===== src/rtl/pwfm_pkg.sv =====
// Shared widths, constants and types for the pulse width and frequency meter.
package pwfm_pkg;

    // Field widths
    localparam int STAMP_W    = 32;
    localparam int CNT_W      = 32;
    localparam int CLK_HZ_W   = 32;
    localparam int INTERVAL_W = 16;
    localparam int CFG_IDX_W  = 1;
    localparam int CFG_DATA_W = 32;

    // Divider works one bit wider so the frequency divisor (sum of two averages) fits
    localparam int DIV_W = 33;

    // Stream payload widths, padded to whole bytes
    localparam int IN_TDATA_W  = 40;
    localparam int OUT_TDATA_W = 168;
    localparam int OUT_TUSER_W = 2;

    // Register reset values
    localparam logic [CLK_HZ_W-1:0]   CLOCK_HZ_RESET        = 32'd160000000;
    localparam logic [INTERVAL_W-1:0] REPORT_INTERVAL_RESET = 16'd20;

    // Configuration register indexes
    localparam logic [CFG_IDX_W-1:0] REG_CLOCK_HZ        = 1'b0;
    localparam logic [CFG_IDX_W-1:0] REG_REPORT_INTERVAL = 1'b1;

    // Sequencer states
    typedef enum logic [1:0] {
        ST_IDLE,
        ST_LAUNCH,
        ST_WAIT,
        ST_OUT
    } state_t;

    // Which quotient the shared divider is producing
    typedef enum logic [1:0] {
        OP_MOD,
        OP_HIGH,
        OP_LOW,
        OP_FREQ
    } div_op_t;

endpackage


===== src/rtl/pwfm_div.sv =====
// Shared restoring divider, one quotient bit per cycle.
module pwfm_div
    import pwfm_pkg::*;
#(
    parameter int WIDTH = DIV_W
) (
    input  logic             aclk,
    input  logic             aresetn,
    input  logic             start,
    input  logic [WIDTH-1:0] dividend,
    input  logic [WIDTH-1:0] divisor,
    output logic             busy,
    output logic             done,
    output logic [WIDTH-1:0] quotient,
    output logic [WIDTH-1:0] remainder
);

    localparam int CNT_BITS = $clog2(WIDTH + 1);
    localparam logic [CNT_BITS-1:0] STEPS = CNT_BITS'(WIDTH);

    logic                busy_reg, busy_next;
    logic                done_reg, done_next;
    logic [CNT_BITS-1:0] cnt_reg, cnt_next;
    logic [WIDTH-1:0]    quo_reg, quo_next;
    logic [WIDTH-1:0]    rem_reg, rem_next;
    logic [WIDTH-1:0]    dsr_reg, dsr_next;

    logic [WIDTH:0]      shifted;
    logic [WIDTH:0]      diff;
    logic                fits;

    // One restoring step: shift in the next dividend bit, subtract if it fits
    assign shifted = {rem_reg, quo_reg[WIDTH-1]};
    assign fits    = shifted >= {1'b0, dsr_reg};
    assign diff    = shifted - {1'b0, dsr_reg};

    always_comb begin
        busy_next = busy_reg;
        done_next = 1'b0;
        cnt_next  = cnt_reg;
        quo_next  = quo_reg;
        rem_next  = rem_reg;
        dsr_next  = dsr_reg;
        if (start) begin
            busy_next = 1'b1;
            cnt_next  = STEPS;
            quo_next  = dividend;
            rem_next  = '0;
            dsr_next  = divisor;
        end else if (busy_reg) begin
            quo_next = {quo_reg[WIDTH-2:0], fits};
            rem_next = fits ? diff[WIDTH-1:0] : shifted[WIDTH-1:0];
            cnt_next = cnt_reg - 1'b1;
            if (cnt_reg == CNT_BITS'(1)) begin
                busy_next = 1'b0;
                done_next = 1'b1;
            end
        end
    end

    // Hold control under reset, operands need none
    always_ff @(posedge aclk) begin
        if (!aresetn) begin
            busy_reg <= 1'b0;
            done_reg <= 1'b0;
            cnt_reg  <= '0;
        end else begin
            busy_reg <= busy_next;
            done_reg <= done_next;
            cnt_reg  <= cnt_next;
        end
        quo_reg <= quo_next;
        rem_reg <= rem_next;
        dsr_reg <= dsr_next;
    end

    assign busy      = busy_reg;
    assign done      = done_reg;
    assign quotient  = quo_reg;
    assign remainder = rem_reg;

endmodule


===== src/rtl/pulse_width_frequency_meter.sv =====
// Pulse width and frequency meter: edge detection, running sums and report sequencer.
// Flow: a steady or priming sample's result is registered and shown in the cycle after acceptance;
// an edge runs one divider pass (launch, 33 steps, hand-off) for the report check, and a report
// edge adds three passes (averages, frequency), skipping any pass whose divisor is zero.
// Throughput: one sample at a time; a steady sample every cycle while results drain.
// Reset (aresetn low, synchronous): block unprimed, sums and counts zero, registers to defaults.
module pulse_width_frequency_meter
    import pwfm_pkg::*;
(
    input  logic                   aclk,
    input  logic                   aresetn,
    // Configuration writes
    input  logic                   cfg_wr_en,
    input  logic [CFG_IDX_W-1:0]   cfg_index,
    input  logic [CFG_DATA_W-1:0]  cfg_wr_data,
    // Sample requests
    input  logic                   s_tvalid,
    output logic                   s_tready,
    input  logic [IN_TDATA_W-1:0]  s_tdata,   // level[0], stamp[32:1], zero pad
    // Result requests
    output logic                   m_tvalid,
    input  logic                   m_tready,
    output logic [OUT_TDATA_W-1:0] m_tdata,   // rising[0], segment_cycles[32:1],
                                              // edge_number[64:33], avg_high_cycles[96:65],
                                              // avg_low_cycles[128:97],
                                              // freq_estimate_hz[160:129], zero pad
    output logic [OUT_TUSER_W-1:0] m_tuser    // edge_seen[0], stats_valid[1]
);

    // Configuration
    logic [CLK_HZ_W-1:0]   clock_hz_reg;
    logic [INTERVAL_W-1:0] interval_reg;

    // Measurement state
    state_t              state_reg, state_next;
    div_op_t             op_reg, op_next;
    logic                primed_reg, primed_next;
    logic                last_level_reg, last_level_next;
    logic [STAMP_W-1:0]  last_stamp_reg, last_stamp_next;
    logic [CNT_W-1:0]    edges_reg, edges_next;
    logic [CNT_W-1:0]    high_total_reg, high_total_next;
    logic [CNT_W-1:0]    low_total_reg, low_total_next;
    logic [CNT_W-1:0]    high_seg_reg, high_seg_next;
    logic [CNT_W-1:0]    low_seg_reg, low_seg_next;

    // Pending edge result
    logic                pend_rising_reg, pend_rising_next;
    logic [CNT_W-1:0]    pend_seg_reg, pend_seg_next;
    logic                stats_reg, stats_next;
    logic [CNT_W-1:0]    avg_high_reg, avg_high_next;
    logic [CNT_W-1:0]    avg_low_reg, avg_low_next;
    logic [CNT_W-1:0]    freq_reg, freq_next;

    // Output stage
    logic                m_valid_reg, m_valid_next;
    logic                out_edge_reg, out_edge_next;
    logic                out_rising_reg, out_rising_next;
    logic [CNT_W-1:0]    out_seg_reg, out_seg_next;
    logic [CNT_W-1:0]    out_edges_reg, out_edges_next;
    logic                out_stats_reg, out_stats_next;
    logic [CNT_W-1:0]    out_ah_reg, out_ah_next;
    logic [CNT_W-1:0]    out_al_reg, out_al_next;
    logic [CNT_W-1:0]    out_freq_reg, out_freq_next;

    // Divider hookup
    logic                div_start;
    logic [DIV_W-1:0]    div_dividend;
    logic [DIV_W-1:0]    div_divisor;
    logic                div_busy;
    logic                div_done;
    logic [DIV_W-1:0]    div_quo;
    logic [DIV_W-1:0]    div_rem;

    logic                in_level;
    logic [STAMP_W-1:0]  in_stamp;
    logic [STAMP_W-1:0]  seg_len;
    logic                out_free;
    logic                in_acc;
    logic [DIV_W-1:0]    avg_sum;

    assign in_level = s_tdata[0];
    assign in_stamp = s_tdata[STAMP_W:1];
    assign seg_len  = in_stamp - last_stamp_reg;
    assign avg_sum  = {1'b0, avg_high_reg} + {1'b0, avg_low_reg};

    // Output register free when empty or being drained this cycle
    assign out_free = !m_valid_reg || m_tready;
    assign s_tready = (state_reg == ST_IDLE) && out_free;
    assign in_acc   = s_tvalid && s_tready;

    // Divider operands follow the current operation
    always_comb begin
        unique case (op_reg)
            OP_MOD: begin
                div_dividend = {1'b0, edges_reg};
                div_divisor  = DIV_W'(interval_reg);
            end
            OP_HIGH: begin
                div_dividend = {1'b0, high_total_reg};
                div_divisor  = {1'b0, high_seg_reg};
            end
            OP_LOW: begin
                div_dividend = {1'b0, low_total_reg};
                div_divisor  = {1'b0, low_seg_reg};
            end
            OP_FREQ: begin
                div_dividend = {1'b0, clock_hz_reg};
                div_divisor  = avg_sum;
            end
        endcase
    end

    pwfm_div #(
        .WIDTH (DIV_W)
    ) u_div (
        .aclk      (aclk),
        .aresetn   (aresetn),
        .start     (div_start),
        .dividend  (div_dividend),
        .divisor   (div_divisor),
        .busy      (div_busy),
        .done      (div_done),
        .quotient  (div_quo),
        .remainder (div_rem)
    );

    // Sequencer: accept samples, run report check and divisions, load results
    always_comb begin
        state_next       = state_reg;
        op_next          = op_reg;
        primed_next      = primed_reg;
        last_level_next  = last_level_reg;
        last_stamp_next  = last_stamp_reg;
        edges_next       = edges_reg;
        high_total_next  = high_total_reg;
        low_total_next   = low_total_reg;
        high_seg_next    = high_seg_reg;
        low_seg_next     = low_seg_reg;
        pend_rising_next = pend_rising_reg;
        pend_seg_next    = pend_seg_reg;
        stats_next       = stats_reg;
        avg_high_next    = avg_high_reg;
        avg_low_next     = avg_low_reg;
        freq_next        = freq_reg;
        m_valid_next     = m_valid_reg && !m_tready;
        out_edge_next    = out_edge_reg;
        out_rising_next  = out_rising_reg;
        out_seg_next     = out_seg_reg;
        out_edges_next   = out_edges_reg;
        out_stats_next   = out_stats_reg;
        out_ah_next      = out_ah_reg;
        out_al_next      = out_al_reg;
        out_freq_next    = out_freq_reg;
        div_start        = 1'b0;

        unique case (state_reg)
            ST_IDLE: begin
                if (in_acc) begin
                    last_level_next = in_level;
                    last_stamp_next = in_stamp;
                    if (primed_reg && (in_level != last_level_reg)) begin
                        // Count the edge and close the segment
                        edges_next       = edges_reg + 1'b1;
                        pend_rising_next = in_level;
                        pend_seg_next    = seg_len;
                        if (last_level_reg) begin
                            high_total_next = high_total_reg + seg_len;
                            high_seg_next   = high_seg_reg + 1'b1;
                        end else begin
                            low_total_next = low_total_reg + seg_len;
                            low_seg_next   = low_seg_reg + 1'b1;
                        end
                        stats_next    = 1'b0;
                        avg_high_next = '0;
                        avg_low_next  = '0;
                        freq_next     = '0;
                        op_next       = OP_MOD;
                        state_next    = ST_LAUNCH;
                    end else begin
                        // Priming or steady sample: result right away
                        primed_next     = 1'b1;
                        m_valid_next    = 1'b1;
                        out_edge_next   = 1'b0;
                        out_rising_next = 1'b0;
                        out_seg_next    = '0;
                        out_edges_next  = primed_reg ? edges_reg : '0;
                        out_stats_next  = 1'b0;
                        out_ah_next     = '0;
                        out_al_next     = '0;
                        out_freq_next   = '0;
                    end
                end
            end
            ST_LAUNCH: begin
                unique case (op_reg)
                    OP_MOD: begin
                        if ((interval_reg == '0) || (edges_reg == '0)) begin
                            state_next = ST_OUT;
                        end else begin
                            div_start  = 1'b1;
                            state_next = ST_WAIT;
                        end
                    end
                    OP_HIGH: begin
                        if (high_seg_reg == '0) begin
                            avg_high_next = '0;
                            op_next       = OP_LOW;
                        end else begin
                            div_start  = 1'b1;
                            state_next = ST_WAIT;
                        end
                    end
                    OP_LOW: begin
                        if (low_seg_reg == '0) begin
                            avg_low_next = '0;
                            op_next      = OP_FREQ;
                        end else begin
                            div_start  = 1'b1;
                            state_next = ST_WAIT;
                        end
                    end
                    OP_FREQ: begin
                        if (avg_sum == '0) begin
                            freq_next  = '0;
                            stats_next = 1'b1;
                            state_next = ST_OUT;
                        end else begin
                            div_start  = 1'b1;
                            state_next = ST_WAIT;
                        end
                    end
                endcase
            end
            ST_WAIT: begin
                if (div_done) begin
                    unique case (op_reg)
                        OP_MOD: begin
                            if (div_rem == '0) begin
                                op_next    = OP_HIGH;
                                state_next = ST_LAUNCH;
                            end else begin
                                state_next = ST_OUT;
                            end
                        end
                        OP_HIGH: begin
                            avg_high_next = div_quo[CNT_W-1:0];
                            op_next       = OP_LOW;
                            state_next    = ST_LAUNCH;
                        end
                        OP_LOW: begin
                            avg_low_next = div_quo[CNT_W-1:0];
                            op_next      = OP_FREQ;
                            state_next   = ST_LAUNCH;
                        end
                        OP_FREQ: begin
                            freq_next  = div_quo[CNT_W-1:0];
                            stats_next = 1'b1;
                            state_next = ST_OUT;
                        end
                    endcase
                end
            end
            ST_OUT: begin
                // Load the edge result once the output stage is free
                if (out_free) begin
                    m_valid_next    = 1'b1;
                    out_edge_next   = 1'b1;
                    out_rising_next = pend_rising_reg;
                    out_seg_next    = pend_seg_reg;
                    out_edges_next  = edges_reg;
                    out_stats_next  = stats_reg;
                    out_ah_next     = avg_high_reg;
                    out_al_next     = avg_low_reg;
                    out_freq_next   = freq_reg;
                    state_next      = ST_IDLE;
                end
            end
        endcase
    end

    // Control and measurement state
    always_ff @(posedge aclk) begin
        if (!aresetn) begin
            state_reg      <= ST_IDLE;
            op_reg         <= OP_MOD;
            primed_reg     <= 1'b0;
            last_level_reg <= 1'b0;
            last_stamp_reg <= '0;
            edges_reg      <= '0;
            high_total_reg <= '0;
            low_total_reg  <= '0;
            high_seg_reg   <= '0;
            low_seg_reg    <= '0;
            m_valid_reg    <= 1'b0;
        end else begin
            state_reg      <= state_next;
            op_reg         <= op_next;
            primed_reg     <= primed_next;
            last_level_reg <= last_level_next;
            last_stamp_reg <= last_stamp_next;
            edges_reg      <= edges_next;
            high_total_reg <= high_total_next;
            low_total_reg  <= low_total_next;
            high_seg_reg   <= high_seg_next;
            low_seg_reg    <= low_seg_next;
            m_valid_reg    <= m_valid_next;
        end
    end

    // Payload registers
    always_ff @(posedge aclk) begin
        pend_rising_reg <= pend_rising_next;
        pend_seg_reg    <= pend_seg_next;
        stats_reg       <= stats_next;
        avg_high_reg    <= avg_high_next;
        avg_low_reg     <= avg_low_next;
        freq_reg        <= freq_next;
        out_edge_reg    <= out_edge_next;
        out_rising_reg  <= out_rising_next;
        out_seg_reg     <= out_seg_next;
        out_edges_reg   <= out_edges_next;
        out_stats_reg   <= out_stats_next;
        out_ah_reg      <= out_ah_next;
        out_al_reg      <= out_al_next;
        out_freq_reg    <= out_freq_next;
    end

    // Configuration writes
    always_ff @(posedge aclk) begin
        if (!aresetn) begin
            clock_hz_reg <= CLOCK_HZ_RESET;
            interval_reg <= REPORT_INTERVAL_RESET;
        end else if (cfg_wr_en) begin
            unique case (cfg_index)
                REG_CLOCK_HZ:        clock_hz_reg <= cfg_wr_data[CLK_HZ_W-1:0];
                REG_REPORT_INTERVAL: interval_reg <= cfg_wr_data[INTERVAL_W-1:0];
            endcase
        end
    end

    // Drive result channel
    assign m_tvalid = m_valid_reg;
    assign m_tuser  = {out_stats_reg, out_edge_reg};
    assign m_tdata  = {7'b0, out_freq_reg, out_al_reg, out_ah_reg, out_edges_reg,
                       out_seg_reg, out_rising_reg};

    // Samples are taken only when the sequencer is idle
    assert property (@(posedge aclk) disable iff (!aresetn)
        s_tready |-> (state_reg == ST_IDLE))
        else $error("sample accepted while sequencer busy");

    // Statistics only ride on an edge result
    assert property (@(posedge aclk) disable iff (!aresetn)
        (m_tvalid && m_tuser[1]) |-> m_tuser[0])
        else $error("stats reported without an edge");

    // Divider never restarted mid-operation
    assert property (@(posedge aclk) disable iff (!aresetn)
        div_start |-> (!div_busy && (state_reg == ST_LAUNCH)))
        else $error("divider started while busy");

    // A completed division is always consumed in the wait state
    assert property (@(posedge aclk) disable iff (!aresetn)
        div_done |-> (state_reg == ST_WAIT))
        else $error("division finished outside wait state");

endmodule

===== config.mk =====
export PLATFORM = sky130hd
export DESIGN_NAME = pulse_width_frequency_meter
export DESIGN_NICKNAME = d
export VERILOG_FILES = /design/src/rtl/pwfm_pkg.sv /design/src/rtl/pwfm_div.sv /design/src/rtl/pulse_width_frequency_meter.sv
export SDC_FILE = /design/constraint.sdc
export NUM_CORES = 1
export LEC_CHECK = 0
export BUFFER_PORTS_ARGS = -buffer_cell sky130_fd_sc_hd__buf_2
export CELL_PAD_IN_SITES_DETAIL_PLACEMENT = 1
export CELL_PAD_IN_SITES_GLOBAL_PLACEMENT = 2
export CORE_UTILIZATION = 41
export CTS_BUF_LIST = sky130_fd_sc_hd__clkbuf_8
export DETAILED_ROUTE_END_ITERATION = 6
export PLACE_DENSITY = 0.92
export SYNTH_ARGS = -nofsm -noshare
export SYNTH_HDL_FRONTEND = slang
export SYNTH_SLANG_ARGS = --single-unit

===== constraint.sdc =====
create_clock -name aclk -period 13.2 [get_ports aclk]
set_clock_uncertainty 0.2 [all_clocks]
set_input_delay 2.64 -clock aclk [delete_from_list [all_inputs] [get_ports aclk]]
set_output_delay 2.64 -clock aclk [all_outputs]
set_load 0.01 [all_outputs]

==> flow_metrics.py <==
metrics = {
    "cells_and_area": {
        "fillers": 9291,
        "drive_above_1_share": 0.142,
        "post_layout_nonfiller_instances": 4808,
        "layout-area-overhead-vs-synth_pct": 13.5,
        "register_area_um2": 16500,
        "finalNetCount": 3892,
        "utilization": 0.472,
        "multi_input_area_um2": 16700,
    },
    "clocking": {
        "insertion_delay_to_the_later_sink_of_the_worst_skew_pair_ps": 770,
        "tritoncts_num_sinks": 647,
        "cts_inserted_buffers": 113,
        "cts.root.buffer_cell": "sky130_fd_sc_hd__clkbuf_8",
        "ctsHoldBuffers": 0,
        "worst_setup_hold_path_clk_slew_ps": 60,
        "cts_tree": "done",
        "max-clock-path-buffers": 3,
        "post_cts_setup_buffers": 0,
        "cts_resized": 0,
        "cts_htree_levels": 3,
    },
    "sta": {
        "holdWs_ps": 260,
        "hold_viol": 0,
        "fin_setup_tns_ps": 0,
        "worst_slew_pin_slew_ps": 1290,
        "grt_setup_unrepaired": "false",
        "max-slew-margin-rel": 0.132,
        "finalSetupViolations": 0,
        "timing_max_transition_violations_final": 0,
        "max_freq_mhz": 128,
        "period_share": 0.591,
        "min_period_ps": 7810,
    },
    "place": {
        "numPlacedInstances": 4589,
        "numPortBuffers": 235,
        "place.gp.congestion": 0.867,
        "place_hpwl_mm": 74.6,
    },
    "worst_setup_path": {
        "crit_path_start_kind": "input pin",
        "rr_startpoint": "last_stamp_reg[0]$_SDFFE_PN0P_",
        "critPathRequiredTime_ps": 13630,
        "cp.arrival_ps": 8230,
        "path_max_fanout": 6,
        "critical_path.n_buffers_inverters": 3,
        "end_kind": "register",
        "cpPeakStageDelay_ps": 750,
        "critical_path.startpoint": "s_tdata[1]",
        "worst-setup-path-type": "in2reg",
        "crit_path_top_delay_cell": "sky130_fd_sc_hd__a2111oi_0",
        "critical_path.top_delay_family": "compound AO/OA/AOI/OAI gates",
    },
    "routing": {
        "wire_per_inst_um": 21.4,
        "detail_route.wirelength_mm": 103,
        "route.antenna.remaining_nets": 0,
        "vias": 26500,
        "initialDrtViolationCount": 1703,
        "vias_per_cell": 5.51,
        "drc_errors": 1,
        "detail_route.first_pass.iterations": 7,
    },
    "power": {
        "power_density_nw_per_um2": 183,
        "power.internal_w": 0.00450,
        "power.switching_fraction": 0.371,
        "power_frac_seq": 0.379,
        "peakVddDrop_mv": 0.148,
        "power.combinational.fraction": 0.334,
        "clockPowerShare": 0.287,
        "p_sw_w": 0.00265,
        "power_leakage_nw": 15.4,
    },
    "run": {
        "max_cap_violations": 0,
    },
    "floorplanning": {
        "die-height_um": 291,
        "row_cnt": 105,
        "die_w_um": 291,
        "fp.dieArea_um2": 84900,
        "top_level_port_count": 250,
        "coreArea_um2": 82500,
        "initial_utilization": 0.416,
    },
    "synthesis": {
        "synth-xor-area-share": 0.0558,
        "yosys-top-cells-area": "sky130_fd_sc_hd__edfxtp_1 31%, sky130_fd_sc_hd__dfxtp_1 17%, sky130_fd_sc_hd__ha_1 6.4%",
        "synth_mux_area_frac": 0.0173,
        "ys.warnings.count": 0,
        "dominantRegCellSynth": "sky130_fd_sc_hd__edfxtp_1",
        "largest_area_contributor_in_the_synthesized_netlist": "sky130_fd_sc_hd__edfxtp_1",
        "synth_enable_flop_cells": 359,
        "synthCells": 3417,
        "yosysSeqAreaShare": 0.482,
        "synth_top_family_by_area": "simple AND/OR/NAND/NOR gates",
        "postSynthRegisterBits": 647,
        "synth_simple_gate_area_share": 0.181,
        "synth_compound_gate_area_share": 0.162,
        "synth_area_um2": 34300,
        "synthDistinctLibCells": 87,
        "syn-mean-instance-area_um2": 10.0,
        "synthDominantCellAreaShare": 0.314,
        "post_synth_fa_ha_maj_area_fraction": 0.0667,
        "fraction_of_registers_with_async_set_or_reset_after_synthesis": 0,
    },
    "hold_path": {
        "holdCritPathClass": "reg2reg",
        "min-delay-start": "last_stamp_reg[4]$_SDFFE_PN0P_",
    },
    "grt": {
        "grt-ovfl-total": 0,
        "grt_max_degree": 164,
        "grt_first_pass_wirelength_mm": 159,
        "grt.total_usage": 0.239,
        "antenna_found_initial": 9,
        "grt_pass1_vias": 27400,
    },
    "outcome": {
        "violations_in_the_final_reports": "design-rule violations",
        "run_status": "finished, violations left",
    },
}
## cell usage after synthesis, drive strengths merged, types with 6 or more instances
cell	instances
xnor2	148
nor2	173
nor4	37
xor2	70
nand2	406
ha	175
buf	32
mux2i	11
or3	16
inv	136
and4	7
nand2b	28
a222oi	49
edfxtp	359
o31ai	12
a21o	78
o211a	6
o21bai	24
and2	293
nand3	74
dfxtp	288
o21a	32
and3	32
a2bb2oi	10
a31oi	14
nor2b	61
nand4	45
o211ai	13
a31o	7
a22oi	6
nor3	37
o21ai	171
clkbuf	132
mux2	34
a221oi	11
a21oi	164
a21boi	105
a211oi	44
## final timing paths
| kind | end | slack [ps] | cells after the start |
|---|---|---|---|
| hold / removal | last_stamp_reg[4]$_SDFFE_PN0P_ | 260 | 2 |
| hold reg to reg | last_stamp_reg[4]$_SDFFE_PN0P_ | 260 | 2 |
| setup reg to reg | high_total_reg[31]$_SDFFE_PN0P_ | 7070 | 26 |
| setup / recovery | high_total_reg[31]$_SDFFE_PN0P_ | 5390 | 28 |
## power groups by stage
| stage | Combinational [W] | Sequential, W | Clock, W |
|---|---|---|---|
| global placement | 0.00231 | 0.00274 | 0 |
| floorplan | 0.00157 | 0.00281 | 0 |
| CTS | 0.00239 | 0.00271 | 0.00209 |
| detailed placement | 0.00237 | 0.00275 | 0 |
| global route | 0.00261 | 0.00274 | 0.00218 |
| finish | 0.00239 | 0.00271 | 0.00205 |
## logic make-up after synthesis
| group | count (synthesis) |
|---|---|
| AOI/OAI and AO/OA | 795 |
| xor gates and xnor gates | 218 |
| adders and majority gates | 180 |
| buffers and inverters | 300 |
| DFF | 647 |
| muxes | 45 |
| other | 1 |
| and+or+nand+nor | 1231 |
## cell type report
class,count,area share
Inverter,136,0.0131
Tap cell,1070,0.0343
Sequential cell,647,0.425
Timing Repair Buffer,260,0.0355
Clock inverter,93,0.0211
Antenna cell,4,0.000257
Clock buffer,122,0.0431
Multi-Input combinational cell,2476,0.428
## through the flow
stage	power, W	worst slack (ps)	instance area (µm²)
after detailed placement	0.00512	4630	36500
final	0.00715	5390	39000
after CTS	0.00720	5420	39000
after floorplan	0.00438	1370	34400
after global placement	0.00504	4660	36500
after global routing	0.00753	5090	39000
## worst min-delay path, delay by kind of cell, from the launching register on
| family | cells | cell delay, ps |
|---|---|---|
| DFF | 1 | 300 |
| AOI/OAI and AO/OA | 1 | 60 |
| and+or+nand+nor | 1 | 50 |
## metal layers
metal,track usage,part of all wire
met5,0,0.00045
met4,0.103,0.042
met3,0.0389,0.046
met2,0.406,0.48
met1,0.299,0.43
## placed cells by master, fill, tap and decap left out, types with 28 or more instances in the layout
master	count
sky130_fd_sc_hd__dfxtp_1	287
sky130_fd_sc_hd__clkbuf_8	122
sky130_fd_sc_hd__nor2b_1	60
sky130_fd_sc_hd__xnor2_1	147
sky130_fd_sc_hd__o21ai_0	163
sky130_fd_sc_hd__nor4_1	35
sky130_fd_sc_hd__nand2b_1	28
sky130_fd_sc_hd__buf_2	234
sky130_fd_sc_hd__and3_1	32
sky130_fd_sc_hd__o21a_1	31
sky130_fd_sc_hd__and2_1	293
sky130_fd_sc_hd__nand4_1	45
sky130_fd_sc_hd__a222oi_1	49
sky130_fd_sc_hd__a21boi_0	105
sky130_fd_sc_hd__nor3_1	32
sky130_fd_sc_hd__edfxtp_1	359
sky130_fd_sc_hd__a21o_1	78
sky130_fd_sc_hd__nand3_1	74
sky130_fd_sc_hd__nand2_1	406
sky130_fd_sc_hd__inv_1	163
sky130_fd_sc_hd__nor2_1	170
sky130_fd_sc_hd__xor2_1	70
sky130_fd_sc_hd__ha_1	170
sky130_fd_sc_hd__a21oi_1	161
Note: power is estimated with default switching activity, not from simulation.
